### config.mk
export PLATFORM = sky130hd
export DESIGN_NAME = prime_counter_trial_division_core
export DESIGN_NICKNAME = d
export VERILOG_FILES = /design/src/rtl/core/pctd_pkg.sv /design/src/rtl/core/pctd_rem_unit.sv /design/src/rtl/core/pctd_sequencer.sv /design/src/rtl/core/prime_counter_trial_division_core.sv
export SDC_FILE = /design/constraint.sdc
export NUM_CORES = 1
export LEC_CHECK = 0
export BUFFER_PORTS_ARGS = -buffer_cell sky130_fd_sc_hd__clkbuf_2
export CAP_MARGIN = 0
export CELL_PAD_IN_SITES_DETAIL_PLACEMENT = 1
export CELL_PAD_IN_SITES_GLOBAL_PLACEMENT = 2
export CORE_ASPECT_RATIO = 1.1
export CORE_MARGIN = 4
export CORE_UTILIZATION = 40
export DETAILED_ROUTE_END_ITERATION = 10
export PLACE_DENSITY_LB_ADDON = 0.1
export SLEW_MARGIN = 40
export SYNTH_ARGS = -nofsm -noshare
export SYNTH_HDL_FRONTEND = slang
export SYNTH_SLANG_ARGS = --single-unit
### constraint.sdc
create_clock -name clk_i -period 3.8 [get_ports clk_i]
set_clock_uncertainty 0.15 [all_clocks]
set_input_delay 0.76 -clock clk_i [delete_from_list [all_inputs] [get_ports clk_i]]
set_output_delay 0.76 -clock clk_i [all_outputs]
set_load 0.01 [all_outputs]
### src/rtl/core/pctd_pkg.sv
// ----------------------------------------------------------------------------
// pctd_pkg: shared definitions for the trial-division prime counter
// Widths, status and control-word types, step labels and the microcode table.
// ----------------------------------------------------------------------------
`default_nettype none

package pctd_pkg;

  // Width of the tested value and the derived datapath widths.
  localparam int ValueWidth = 32;
  localparam int CountWidth = 32;
  // The divisor never passes the square root of the largest positive value.
  localparam int DivWidth   = ValueWidth / 2 + 1;
  // Divisor squared, one bit wider than the value so the compare cannot wrap.
  localparam int SqWidth    = ValueWidth + 1;
  // Remainder unit walks the non-negative value one bit per cycle.
  localparam int RemBits    = ValueWidth - 1;
  localparam int IterWidth  = $clog2(RemBits);

  localparam logic [DivWidth-1:0]   FirstDivisor = DivWidth'(2);
  localparam logic [SqWidth-1:0]    FirstSquare  = SqWidth'(4);
  localparam logic [CountWidth-1:0] CountMax     = {CountWidth{1'b1}};

  // Microprogram counter.
  localparam int PcWidth = 3;
  typedef logic [PcWidth-1:0] pc_t;

  localparam pc_t StepFetch     = pc_t'(0);
  localparam pc_t StepSmall     = pc_t'(1);
  localparam pc_t StepBound     = pc_t'(2);
  localparam pc_t StepStart     = pc_t'(3);
  localparam pc_t StepWait      = pc_t'(4);
  localparam pc_t StepCheck     = pc_t'(5);
  localparam pc_t StepComposite = pc_t'(6);
  localparam pc_t StepEmit      = pc_t'(7);

  // Jump conditions selected by a control word.
  typedef enum logic [2:0] {
    CondNever   = 3'd0,
    CondNoIn    = 3'd1,
    CondSmall   = 3'd2,
    CondSqGt    = 3'd3,
    CondRemBusy = 3'd4,
    CondRemNz   = 3'd5,
    CondOutBusy = 3'd6,
    CondAlways  = 3'd7
  } cond_e;

  // One control word per step.
  typedef struct packed {
    logic  in_ready;   // offer the input channel
    logic  init_div;   // divisor back to two, square to four
    logic  set_prime;  // assume prime until a divisor is found
    logic  clr_prime;  // a divisor was found, or the value is too small
    logic  start_rem;  // launch the remainder unit
    logic  inc_div;    // next divisor, square updated incrementally
    logic  emit;       // load the result register when it is free
    cond_e cond;
    pc_t   target;
  } ctrl_t;

  // Datapath status seen by the sequencer.
  typedef struct packed {
    logic in_acc;
    logic too_small;
    logic sq_gt;
    logic rem_busy;
    logic rem_nz;
    logic out_busy;
  } status_t;

  // Microcode table.
  function automatic ctrl_t ucode_rom(input pc_t pc);
    ctrl_t w;
    w = '0;
    w.cond = CondNever;
    unique case (pc)
      StepFetch: begin
        w.in_ready = 1'b1;
        w.cond     = CondNoIn;
        w.target   = StepFetch;
      end
      StepSmall: begin
        w.init_div  = 1'b1;
        w.set_prime = 1'b1;
        w.cond      = CondSmall;
        w.target    = StepComposite;
      end
      StepBound: begin
        w.cond   = CondSqGt;
        w.target = StepEmit;
      end
      StepStart: begin
        w.start_rem = 1'b1;
      end
      StepWait: begin
        w.cond   = CondRemBusy;
        w.target = StepWait;
      end
      StepCheck: begin
        w.inc_div = 1'b1;
        w.cond    = CondRemNz;
        w.target  = StepBound;
      end
      StepComposite: begin
        w.clr_prime = 1'b1;
      end
      StepEmit: begin
        w.emit   = 1'b1;
        w.cond   = CondOutBusy;
        w.target = StepEmit;
      end
    endcase
    return w;
  endfunction

endpackage

`default_nettype wire

### src/rtl/core/pctd_rem_unit.sv
// ----------------------------------------------------------------------------
// pctd_rem_unit: iterative remainder unit
// Restoring division, one dividend bit per cycle; only the remainder is kept.
// ----------------------------------------------------------------------------
`default_nettype none

module pctd_rem_unit (
  input  wire logic                                clk_i,
  input  wire logic                                rst_ni,
  input  wire logic                                start_i,
  input  wire logic [pctd_pkg::RemBits-1:0]        dividend_i,
  input  wire logic [pctd_pkg::DivWidth-1:0]       divisor_i,
  output logic                                     busy_o,
  output logic                                     rem_nz_o
);

  logic                               busy_q, busy_d;
  logic [pctd_pkg::IterWidth-1:0]     iter_q, iter_d;
  logic [pctd_pkg::RemBits-1:0]       dvd_q, dvd_d;
  logic [pctd_pkg::DivWidth-1:0]      rem_q, rem_d;
  logic [pctd_pkg::DivWidth:0]        trial;
  logic [pctd_pkg::DivWidth:0]        diff;

  // One shift-and-subtract step.
  assign trial = {rem_q, dvd_q[pctd_pkg::RemBits-1]};
  assign diff  = trial - {1'b0, divisor_i};

  always_comb begin
    busy_d = busy_q;
    iter_d = iter_q;
    dvd_d  = dvd_q;
    rem_d  = rem_q;
    if (start_i) begin
      busy_d = 1'b1;
      iter_d = pctd_pkg::IterWidth'(pctd_pkg::RemBits - 1);
      dvd_d  = dividend_i;
      rem_d  = '0;
    end else if (busy_q) begin
      dvd_d = {dvd_q[pctd_pkg::RemBits-2:0], 1'b0};
      if (trial >= {1'b0, divisor_i}) begin
        rem_d = diff[pctd_pkg::DivWidth-1:0];
      end else begin
        rem_d = trial[pctd_pkg::DivWidth-1:0];
      end
      if (iter_q == '0) begin
        busy_d = 1'b0;
      end else begin
        iter_d = iter_q - 1'b1;
      end
    end
  end

  // Control state is reset; the working registers are not.
  always_ff @(posedge clk_i or negedge rst_ni) begin
    if (!rst_ni) begin
      busy_q <= 1'b0;
    end else begin
      busy_q <= busy_d;
    end
  end

  always_ff @(posedge clk_i) begin
    iter_q <= iter_d;
    dvd_q  <= dvd_d;
    rem_q  <= rem_d;
  end

  assign busy_o   = busy_q;
  assign rem_nz_o = |rem_q;

endmodule

`default_nettype wire

### src/rtl/core/pctd_sequencer.sv
// ----------------------------------------------------------------------------
// pctd_sequencer: microprogram sequencer
// Step counter, microcode lookup and conditional jump selection.
// ----------------------------------------------------------------------------
`default_nettype none

module pctd_sequencer (
  input  wire logic               clk_i,
  input  wire logic               rst_ni,
  input  wire pctd_pkg::status_t  status_i,
  output pctd_pkg::ctrl_t         ctrl_o,
  output pctd_pkg::pc_t           pc_o
);

  pctd_pkg::pc_t   pc_q, pc_d;
  pctd_pkg::ctrl_t ctrl;
  logic            take;

  assign ctrl = pctd_pkg::ucode_rom(pc_q);

  // Evaluate the jump condition of the current word.
  always_comb begin
    unique case (ctrl.cond)
      pctd_pkg::CondNever:   take = 1'b0;
      pctd_pkg::CondNoIn:    take = !status_i.in_acc;
      pctd_pkg::CondSmall:   take = status_i.too_small;
      pctd_pkg::CondSqGt:    take = status_i.sq_gt;
      pctd_pkg::CondRemBusy: take = status_i.rem_busy;
      pctd_pkg::CondRemNz:   take = status_i.rem_nz;
      pctd_pkg::CondOutBusy: take = status_i.out_busy;
      pctd_pkg::CondAlways:  take = 1'b1;
      default:               take = 1'b0;
    endcase
  end

  // Fall through wraps from the last step back to fetch.
  assign pc_d = take ? ctrl.target : pc_q + 1'b1;

  always_ff @(posedge clk_i or negedge rst_ni) begin
    if (!rst_ni) begin
      pc_q <= pctd_pkg::StepFetch;
    end else begin
      pc_q <= pc_d;
    end
  end

  assign ctrl_o = ctrl;
  assign pc_o   = pc_q;

endmodule

`default_nettype wire

### src/rtl/core/prime_counter_trial_division_core.sv
// ----------------------------------------------------------------------------
// prime_counter_trial_division_core: prime test and running prime count
// Trial division under microcode control, with a saturating per-list count.
// ----------------------------------------------------------------------------
//
//   channel | handshake              | payload
//   --------+------------------------+------------------------------------
//   input   | in_valid_i / in_ready_o | value_i[31:0], last_item_i
//   output  | out_valid_o / out_ready_i | is_prime_o, prime_count_o[31:0],
//           |                        | last_result_o
//
// One beat in gives one beat out. A value below two, negatives included, is
// marked not prime at once; any other value runs the bit-serial remainder
// unit once per trial divisor, from two upward, until a divisor leaves no
// remainder or the divisor's square passes the value.
// Reset clears the sequencer, the result register valid and the running count.
// A stalled output holds its beat; the next input beat is taken and worked on,
// and only its own result waits for the output register to free.
// ----------------------------------------------------------------------------
`default_nettype none

module prime_counter_trial_division_core (
  input  wire logic                               clk_i,
  input  wire logic                               rst_ni,
  input  wire logic                               in_valid_i,
  output logic                                    in_ready_o,
  input  wire logic [pctd_pkg::ValueWidth-1:0]    value_i,
  input  wire logic                               last_item_i,
  output logic                                    out_valid_o,
  input  wire logic                               out_ready_i,
  output logic                                    is_prime_o,
  output logic [pctd_pkg::CountWidth-1:0]         prime_count_o,
  output logic                                    last_result_o
);

  pctd_pkg::ctrl_t   ctrl;
  pctd_pkg::status_t status;
  pctd_pkg::pc_t     pc;

  logic [pctd_pkg::ValueWidth-1:0] value_q;
  logic                            last_q;
  logic                            prime_q, prime_d;
  logic [pctd_pkg::DivWidth-1:0]   div_q, div_d;
  logic [pctd_pkg::SqWidth-1:0]    sq_q, sq_d;
  logic [pctd_pkg::CountWidth-1:0] cnt_q, cnt_d, cnt_next;
  logic                            out_valid_q, out_valid_d;
  logic                            out_prime_q;
  logic [pctd_pkg::CountWidth-1:0] out_count_q;
  logic                            out_last_q;
  logic                            in_acc;
  logic                            out_free;
  logic                            out_load;
  logic                            rem_busy;
  logic                            rem_nz;

  // Sequencer.
  pctd_sequencer u_seq (
    .clk_i    (clk_i),
    .rst_ni   (rst_ni),
    .status_i (status),
    .ctrl_o   (ctrl),
    .pc_o     (pc)
  );

  // Remainder unit for the current divisor.
  pctd_rem_unit u_rem (
    .clk_i      (clk_i),
    .rst_ni     (rst_ni),
    .start_i    (ctrl.start_rem),
    .dividend_i (value_q[pctd_pkg::RemBits-1:0]),
    .divisor_i  (div_q),
    .busy_o     (rem_busy),
    .rem_nz_o   (rem_nz)
  );

  // Handshakes.
  assign in_ready_o = ctrl.in_ready;
  assign in_acc     = in_valid_i && ctrl.in_ready;
  assign out_free   = !out_valid_q || out_ready_i;
  assign out_load   = ctrl.emit && out_free;

  // Status back to the sequencer.
  always_comb begin
    status.in_acc    = in_acc;
    status.too_small = value_q[pctd_pkg::ValueWidth-1] ||
                       (value_q < pctd_pkg::ValueWidth'(2));
    status.sq_gt     = sq_q > {{(pctd_pkg::SqWidth - pctd_pkg::ValueWidth){1'b0}}, value_q};
    status.rem_busy  = rem_busy;
    status.rem_nz    = rem_nz;
    status.out_busy  = !out_free;
  end

  // Divisor and its square; the square steps by 2d + 1.
  always_comb begin
    div_d = div_q;
    sq_d  = sq_q;
    if (ctrl.init_div) begin
      div_d = pctd_pkg::FirstDivisor;
      sq_d  = pctd_pkg::FirstSquare;
    end else if (ctrl.inc_div) begin
      div_d = div_q + 1'b1;
      sq_d  = sq_q + {{(pctd_pkg::SqWidth - pctd_pkg::DivWidth - 1){1'b0}}, div_q, 1'b1};
    end
  end

  // Prime flag for the item in progress.
  always_comb begin
    prime_d = prime_q;
    if (ctrl.set_prime) begin
      prime_d = 1'b1;
    end else if (ctrl.clr_prime) begin
      prime_d = 1'b0;
    end
  end

  // Saturating count; it returns to zero after a list's last item.
  always_comb begin
    cnt_next = cnt_q;
    if (prime_q && (cnt_q != pctd_pkg::CountMax)) begin
      cnt_next = cnt_q + 1'b1;
    end
    cnt_d = cnt_q;
    if (out_load) begin
      cnt_d = last_q ? '0 : cnt_next;
    end
  end

  // Result register valid.
  always_comb begin
    out_valid_d = out_valid_q;
    if (out_load) begin
      out_valid_d = 1'b1;
    end else if (out_ready_i) begin
      out_valid_d = 1'b0;
    end
  end

  always_ff @(posedge clk_i or negedge rst_ni) begin
    if (!rst_ni) begin
      cnt_q       <= '0;
      out_valid_q <= 1'b0;
    end else begin
      cnt_q       <= cnt_d;
      out_valid_q <= out_valid_d;
    end
  end

  // Working and payload registers.
  always_ff @(posedge clk_i) begin
    div_q   <= div_d;
    sq_q    <= sq_d;
    prime_q <= prime_d;
    if (in_acc) begin
      value_q <= value_i;
      last_q  <= last_item_i;
    end
    if (out_load) begin
      out_prime_q <= prime_q;
      out_count_q <= cnt_next;
      out_last_q  <= last_q;
    end
  end

  assign out_valid_o   = out_valid_q;
  assign is_prime_o    = out_prime_q;
  assign prime_count_o = out_count_q;
  assign last_result_o = out_last_q;

  // A prime result always carries a non-zero count.
  assert property (@(posedge clk_i) disable iff (!rst_ni)
    (out_valid_o && is_prime_o) |-> (prime_count_o != '0))
    else $error("prime result with zero count");

  // The remainder unit is idle whenever a new beat is taken.
  assert property (@(posedge clk_i) disable iff (!rst_ni)
    in_acc |-> !rem_busy)
    else $error("input taken while remainder unit busy");

  // An accepted beat moves the sequencer to the small-value check.
  assert property (@(posedge clk_i) disable iff (!rst_ni)
    in_acc |=> (pc == pctd_pkg::StepSmall))
    else $error("sequencer did not leave fetch");

  // The count is clear after the result of a list's last item is loaded.
  assert property (@(posedge clk_i) disable iff (!rst_ni)
    (out_load && last_q) |=> (cnt_q == '0))
    else $error("count not cleared at end of list");

endmodule

`default_nettype wire

; Word-level counts from Yosys, hierarchy flattened
; Cells that the tools add are included.
[op_classes]
addsub = 6
order_cmp = 3
eq_ne = 15
mux = 19
n_bitwise = 1
n_reduce_logical = 15
[op_table]
columns = operator, count
row1 = 2-to-1 mux 32 bit, 2
row2 = 2-to-1 mux 31 bit, 2
row3 = case mux 6 bit (6 select lines), 1
row4 = adder 33 x 18 -> 33 bit, 1
row5 = > comparator 33 x 32 -> 1 bit, 1
row6 = "adder 32 x 1 -> 32 bit, second input constant", 1
row7 = "< comparator 32 x 2 -> 1 bit, second input constant", 1
row8 = "inequality test 32 bit, second input constant", 1
row9 = "== test 3 bit, second input constant", 8
row10 = >= comparator 18 x 17 -> 1 bit, 1
row11 = "adder 17 x 1 -> 17 bit, second input constant", 1
row12 = 2-to-1 mux 17 bit, 1
row13 = OR reduction 17 bit, 1
row14 = subtractor 17 bit, 1
row15 = "== test 3 x 2 -> 1 bit, second input constant", 4
row16 = 2-to-1 mux 1 bit, 10
row17 = case mux 1 bit (8 select lines), 1
row18 = "== test 3 x 1 -> 1 bit, second input constant", 2
row19 = logical NOT 3 bit, 2
row20 = logical NOT 5 bit, 1
row21 = "subtractor 5 x 1 -> 5 bit, second input constant", 1
row22 = nonzero test 2 bit, 2
row23 = "adder 3 x 1 -> 3 bit, second input constant", 1
row24 = logical AND 1 bit, 3
row25 = 6 further kinds, 9
[totals]
ff_bits = 208
inputBits = 37
out_inout_bits = 36
elab_cells = 74

; Longest topological paths before layout
[logic_depth]
word_depth = 6
ltp_mapped = 13
mapped_depth_nobuf = 11

; Hierarchy
; Synthesis repeated with hierarchy kept, for this count alone.
[unflattened]
hier_cells = 1181
area_unflattened_um2 = 11878.9
[by_module_without_submodules]
columns = module, instances, cells_each, area_each_um2, seq_area_each_um2
row1 = prime_counter_trial_division_core, 1, 802, 8069.0, 3858.7
row2 = pctd_rem_unit, 1, 327, 3354.5, 1396.3
row3 = pctd_sequencer, 1, 52, 455.4, 75.1

; Worst setup path after synthesis
; Ideal clock, no wire load.
[synth_timing]
kind = reg-to-reg
from = register div_q[0] (netlist name)
to = register u_rem.rem_q[9] (netlist name)
setup_ns = 0.142
arrival_time_ns = 2.472
required_ns = 3.508
setup_slack_ns = 1.036
stages_incl_launch_ff = 13
n_path_buf = 2
synth_period_minus_slack_ns = 2.764
path_cell_list = dfxtp_1 -> ha_1 -> fa_1 -> nor2b_1 -> o31a_1 -> a21o_1 -> o21ai_1 -> o21a_1 -> a31o_1 -> buf_4 -> buf_4 -> o31ai_1 -> a311oi_1
[synth_via]
elab_chain_len = 2
elab_cells_between_ends = 3
cone_classes = 1 x add/sub / 1 x order compare / 1 x mux
[synth_rtl]
columns = element, line
row1 = "start, declared", prime_counter_trial_division_core.sv:43  ; logic [pctd_pkg::DivWidth-1:0] div_q, div_d;
row2 = "start signal, assigned", prime_counter_trial_division_core.sv:150  ; div_q <= div_d;
row3 = subtractor 17 bit or >= comparator 18 x 17 -> 1 bit (tied branches), "pctd_rem_unit.sv:26, pctd_rem_unit.sv:40"
row4 = 2-to-1 mux 17 bit *, pctd_rem_unit.sv:40  ; if (trial >= {1'b0, divisor_i}) begin
row5 = "end signal, assigned", pctd_rem_unit.sv:65  ; rem_q <= rem_d;
row6 = "end, declared", pctd_rem_unit.sv:20  ; logic [pctd_pkg::DivWidth-1:0] rem_q, rem_d;
; Every way passes the cells marked *; elsewhere a longest branch is shown, timed or not.
; A chain may end at the register's enable or synchronous reset.

; Worst setup path after layout
[layout_timing]
from = register div_q[0] (netlist name)
to = register sq_q[28] (netlist name)
[layout_via]
elab_chain_len = 1
[layout_rtl]
columns = element, line
row1 = adder 33 x 18 -> 33 bit, prime_counter_trial_division_core.sv:102  ; sq_d = sq_q + {{(pctd_pkg::SqWidth - pctd_pkg::DivWidth - 1){1'b0}}, div_q, 1'b1};
row2 = "end signal, assigned", prime_counter_trial_division_core.sv:151  ; sq_q <= sq_d;
row3 = "end, declared", prime_counter_trial_division_core.sv:44  ; logic [pctd_pkg::SqWidth-1:0] sq_q, sq_d;
; No other way between the ends.

==> impl_metrics.toml <==
[drt]
firstDrtPassIters = 4
drtIter0Drc = 353
vias_per_cell = 5.46
wl_microns = 29000
route.detailed.drc = 0
wl_per_cell_microns = 18.2
drtAntennaViolNets = 0
route.vias.total = 8690

[global_route]
grt_max_degree = 35
grt_pass1_wl_microns = 47800
grt_pass1_vias = 9132
gr-total-overflow = 0
antenna_found_initial = 0
grt_usage = 0.186

[cells_and_area]
areaGrowthSynthToFinish_pct = 14.8
final_cell_mix = "98 x edfxtp_1, 88 x nand2_1, 79 x nor2_1"
final_nets = 1323
diodes = 0
final_common_cell = "edfxtp_1"
layout-drive-gt1-share = 0.154

[floorplanning]
die_area_sq_um = 31300
start_util = 0.409
num_rows = 64
ios = 73
fp.dieH_microns = 185
coreArea_sq_um = 27900
die_x_microns = 169

[logic_synthesis]
synth-seq-area-share = 0.467
ys_ff_latch = 208
synth_edf_count = 98
syn_nets = 1236
yosys_warnings = 0
syn_area_sq_um = 11400
ys_async_sr_fraction = 0.178
ys.flop_type = "edfxtp_1"
syn_area_per_cell_sq_um = 10.2
synthCells = 1122
ys_types = 81

[clock_tree]
numClockSinks = 208
ctsHoldBuffers = 0
cts.path.max_buffers = 3
cts-buffers-inserted = 25
htree_levels = 1
cts_setup_buffers = 0
cts-resized-gates = 0
ctsRootBufferMaster = "clkbuf_16"
clk_pin_slew_ps = 70
cts_tree = "yes"
worstSkewPairLatency_ps = 520

[worst_setup_path]
critPathTopFamily = "compound AO/OA/AOI/OAI gates"
cp-end-kind = "register"
slowest_delay_ps = 510
worstPathCellList = "inv_1 > fa_1 > nor2b_1 > o21a_1 > o21ai_0 > a211oi_1 > o21ai_0 > a31oi_2 > a31oi_1 > a41o_1"
crit_type = "register to register"
startpoint_type = "register"
critPathRequiredTime_ps = 4070
path_common_cell = "o21ai_0"
path_max_fanout = 9
cp_num_buf_inv = 1
crit_path_top_delay_cell = "a31oi_2"
cp_data_arrival_time_ps = 3570

[sta]
finalHoldViolCount = 0
fin_tns_setup_ps = 0
slew_viol_final = 0
max_slew_margin = 0.475
tightest_slew_ps = 788
min_period_ps = 3300
fin_ws_ps = 499
period_share = 0.869
rsz0062_at_grt = "false"
report.final.setup_viol = 0
clock.fmax_ghz = 0.303

[power_and_ir_drop]
p_int_uw = 6160
pwr_density_cell_nw_per_um2 = 727
p_clk_frac = 0.265
ir_drop_mv = 0.416
combPwrFrac = 0.379
seqPwrFrac = 0.356
switching_share = 0.354
switching_power_uw = 3380
p_total_uw = 9540
leakage_uw = 0.00551

[placement]
portBuffers = 72
dp_slack_ps = 466
dpl.hpwl_microns = 21300
place_congestion = 0.797

[run_status]
status = "finished, final reports clean"

[flow_run]
maxCapViolations = 0

[min_path]
min-delay-path-class = "input pin to async pin"
-- power groups by stage --
stage	Clock, uW	Combinational [uW]	Sequential, uW
global placement	0	3580	3430
floorplan	0	2680	3360
CTS	2610	3670	3410
finish	2530	3610	3400
detailed placement	0	3650	3450
global route	2710	4080	3470
-- kinds of logic (layout without fill, tap and decap cells) --
| family | Yosys count | in the layout | share of synthesized area |
|---|---|---|---|
| DFF | 208 | 208 | 0.467 |
| adders and majority gates | 77 | 77 | 0.0856 |
| xor gates and xnor gates | 72 | 72 | 0.0552 |
| buffers and inverters | 111 | 217 | 0.0382 |
| muxes | 54 | 54 | 0.0509 |
| and+or+nand+nor | 330 | 330 | 0.151 |
| AOI/OAI and AO/OA | 270 | 270 | 0.153 |
-- final cells by class --
| cell class | instances | area, sq um |
|---|---|---|
| fillers | 3115 | 14800 |
| multi-input cells | 803 | 5660 |
| flip-flops and latches | 208 | 5330 |
| clock buffers | 30 | 654 |
| repair buffers | 93 | 518 |
| well taps | 363 | 454 |
| inverters | 78 | 293 |
| clock inverters | 16 | 210 |
-- final timing paths --
path                                 start              end  slack [ps]  cells after the start
setup / recovery                  div_q[0]         sq_q[28]         500                     10
hold / removal                      rst_ni     u_rem.busy_o          60                      1
hold reg to reg            u_rem.iter_q[4]  u_rem.iter_q[4]         300                      2
max in group asynchronous           rst_ni         cnt_q[6]        2740                      2
setup reg to reg                  div_q[0]         sq_q[28]         500                     10
min in group clk_i              value_i[0]       value_q[0]         260                      1
-- per-layer routing --
| metal | up-vias | wire length [microns] | global-route usage |
|---|---|---|---|
| met3 | 34 | 921 | 0.0216 |
| met2 | 107 | 14600 | 0.339 |
| met5 | - | 0 | 0 |
| met4 | 0 | 468 | 0.0406 |
| met1 | 4277 | 13000 | 0.238 |
| li1 | 4272 | - | - |
-- flip-flops by register name (all words and copies together) (netlist names) --
signal	flops
u_rem.iter_q	5
div_q	17
last_result_o	1
u_seq.pc_o	3
value_q	32
cnt_q	32
sq_q	33
prime_q	1
u_rem.rem_q	17
u_rem.busy_o	1
prime_count_o	32
is_prime_o	1
last_q	1
u_rem.dvd_q	31
out_valid_o	1
-- synthesized netlist by cell type (3+ instances only) --
| cell type | count | area, sq um |
|---|---|---|
| a21oi_1 | 54 | 270 |
| buf_1 | 3 | 11.3 |
| inv_1 | 76 | 285 |
| nand2b_1 | 11 | 68.8 |
| dfxtp_1 | 73 | 1460 |
| nor3_1 | 18 | 90.1 |
| edfxtp_1 | 98 | 2940 |
| nor2_1 | 79 | 297 |
| mux2i_1 | 21 | 210 |
| a31oi_1 | 13 | 81.3 |
| xor2_1 | 18 | 158 |
| o21ai_0 | 69 | 345 |
| a21o_1 | 18 | 135 |
| nand4_1 | 23 | 144 |
| and4_1 | 3 | 26.3 |
| buf_2 | 6 | 30.0 |
| clkbuf_1 | 20 | 75.1 |
| nor4_1 | 17 | 106 |
| o211ai_1 | 3 | 22.5 |
| o21a_1 | 9 | 67.6 |
| ha_1 | 75 | 938 |
| nand2_1 | 88 | 330 |
| or3_1 | 13 | 81.3 |
| dfrtp_1 | 37 | 926 |
| xnor2_1 | 54 | 473 |
| buf_4 | 3 | 22.5 |
| and2_1 | 5 | 31.3 |
| o21ai_1 | 19 | 95.1 |
| and3_1 | 17 | 106 |
| mux2_2 | 32 | 360 |
| a22o_1 | 14 | 123 |
| o31ai_1 | 25 | 188 |
| nand3_1 | 23 | 115 |
| a211oi_1 | 12 | 90.1 |
| o21bai_1 | 5 | 37.5 |
| nor2b_1 | 11 | 68.8 |
-- per-stage QoR --
step / instance area (sq um) / hold slack (ps) / std cells / utilization
after detailed placement: 12300 / 300 / 1545 / 0.439
after global routing: 13100 / 66.1 / 1591 / 0.469
after CTS: 13100 / 52.4 / 1591 / 0.469
final: 13100 / 55.4 / 1591 / 0.469
after floorplan: 11400 / 273 / 1122 / -
after global placement: 12300 / 286 / 1545 / 0.439
Power figures use the tool's default switching activity.
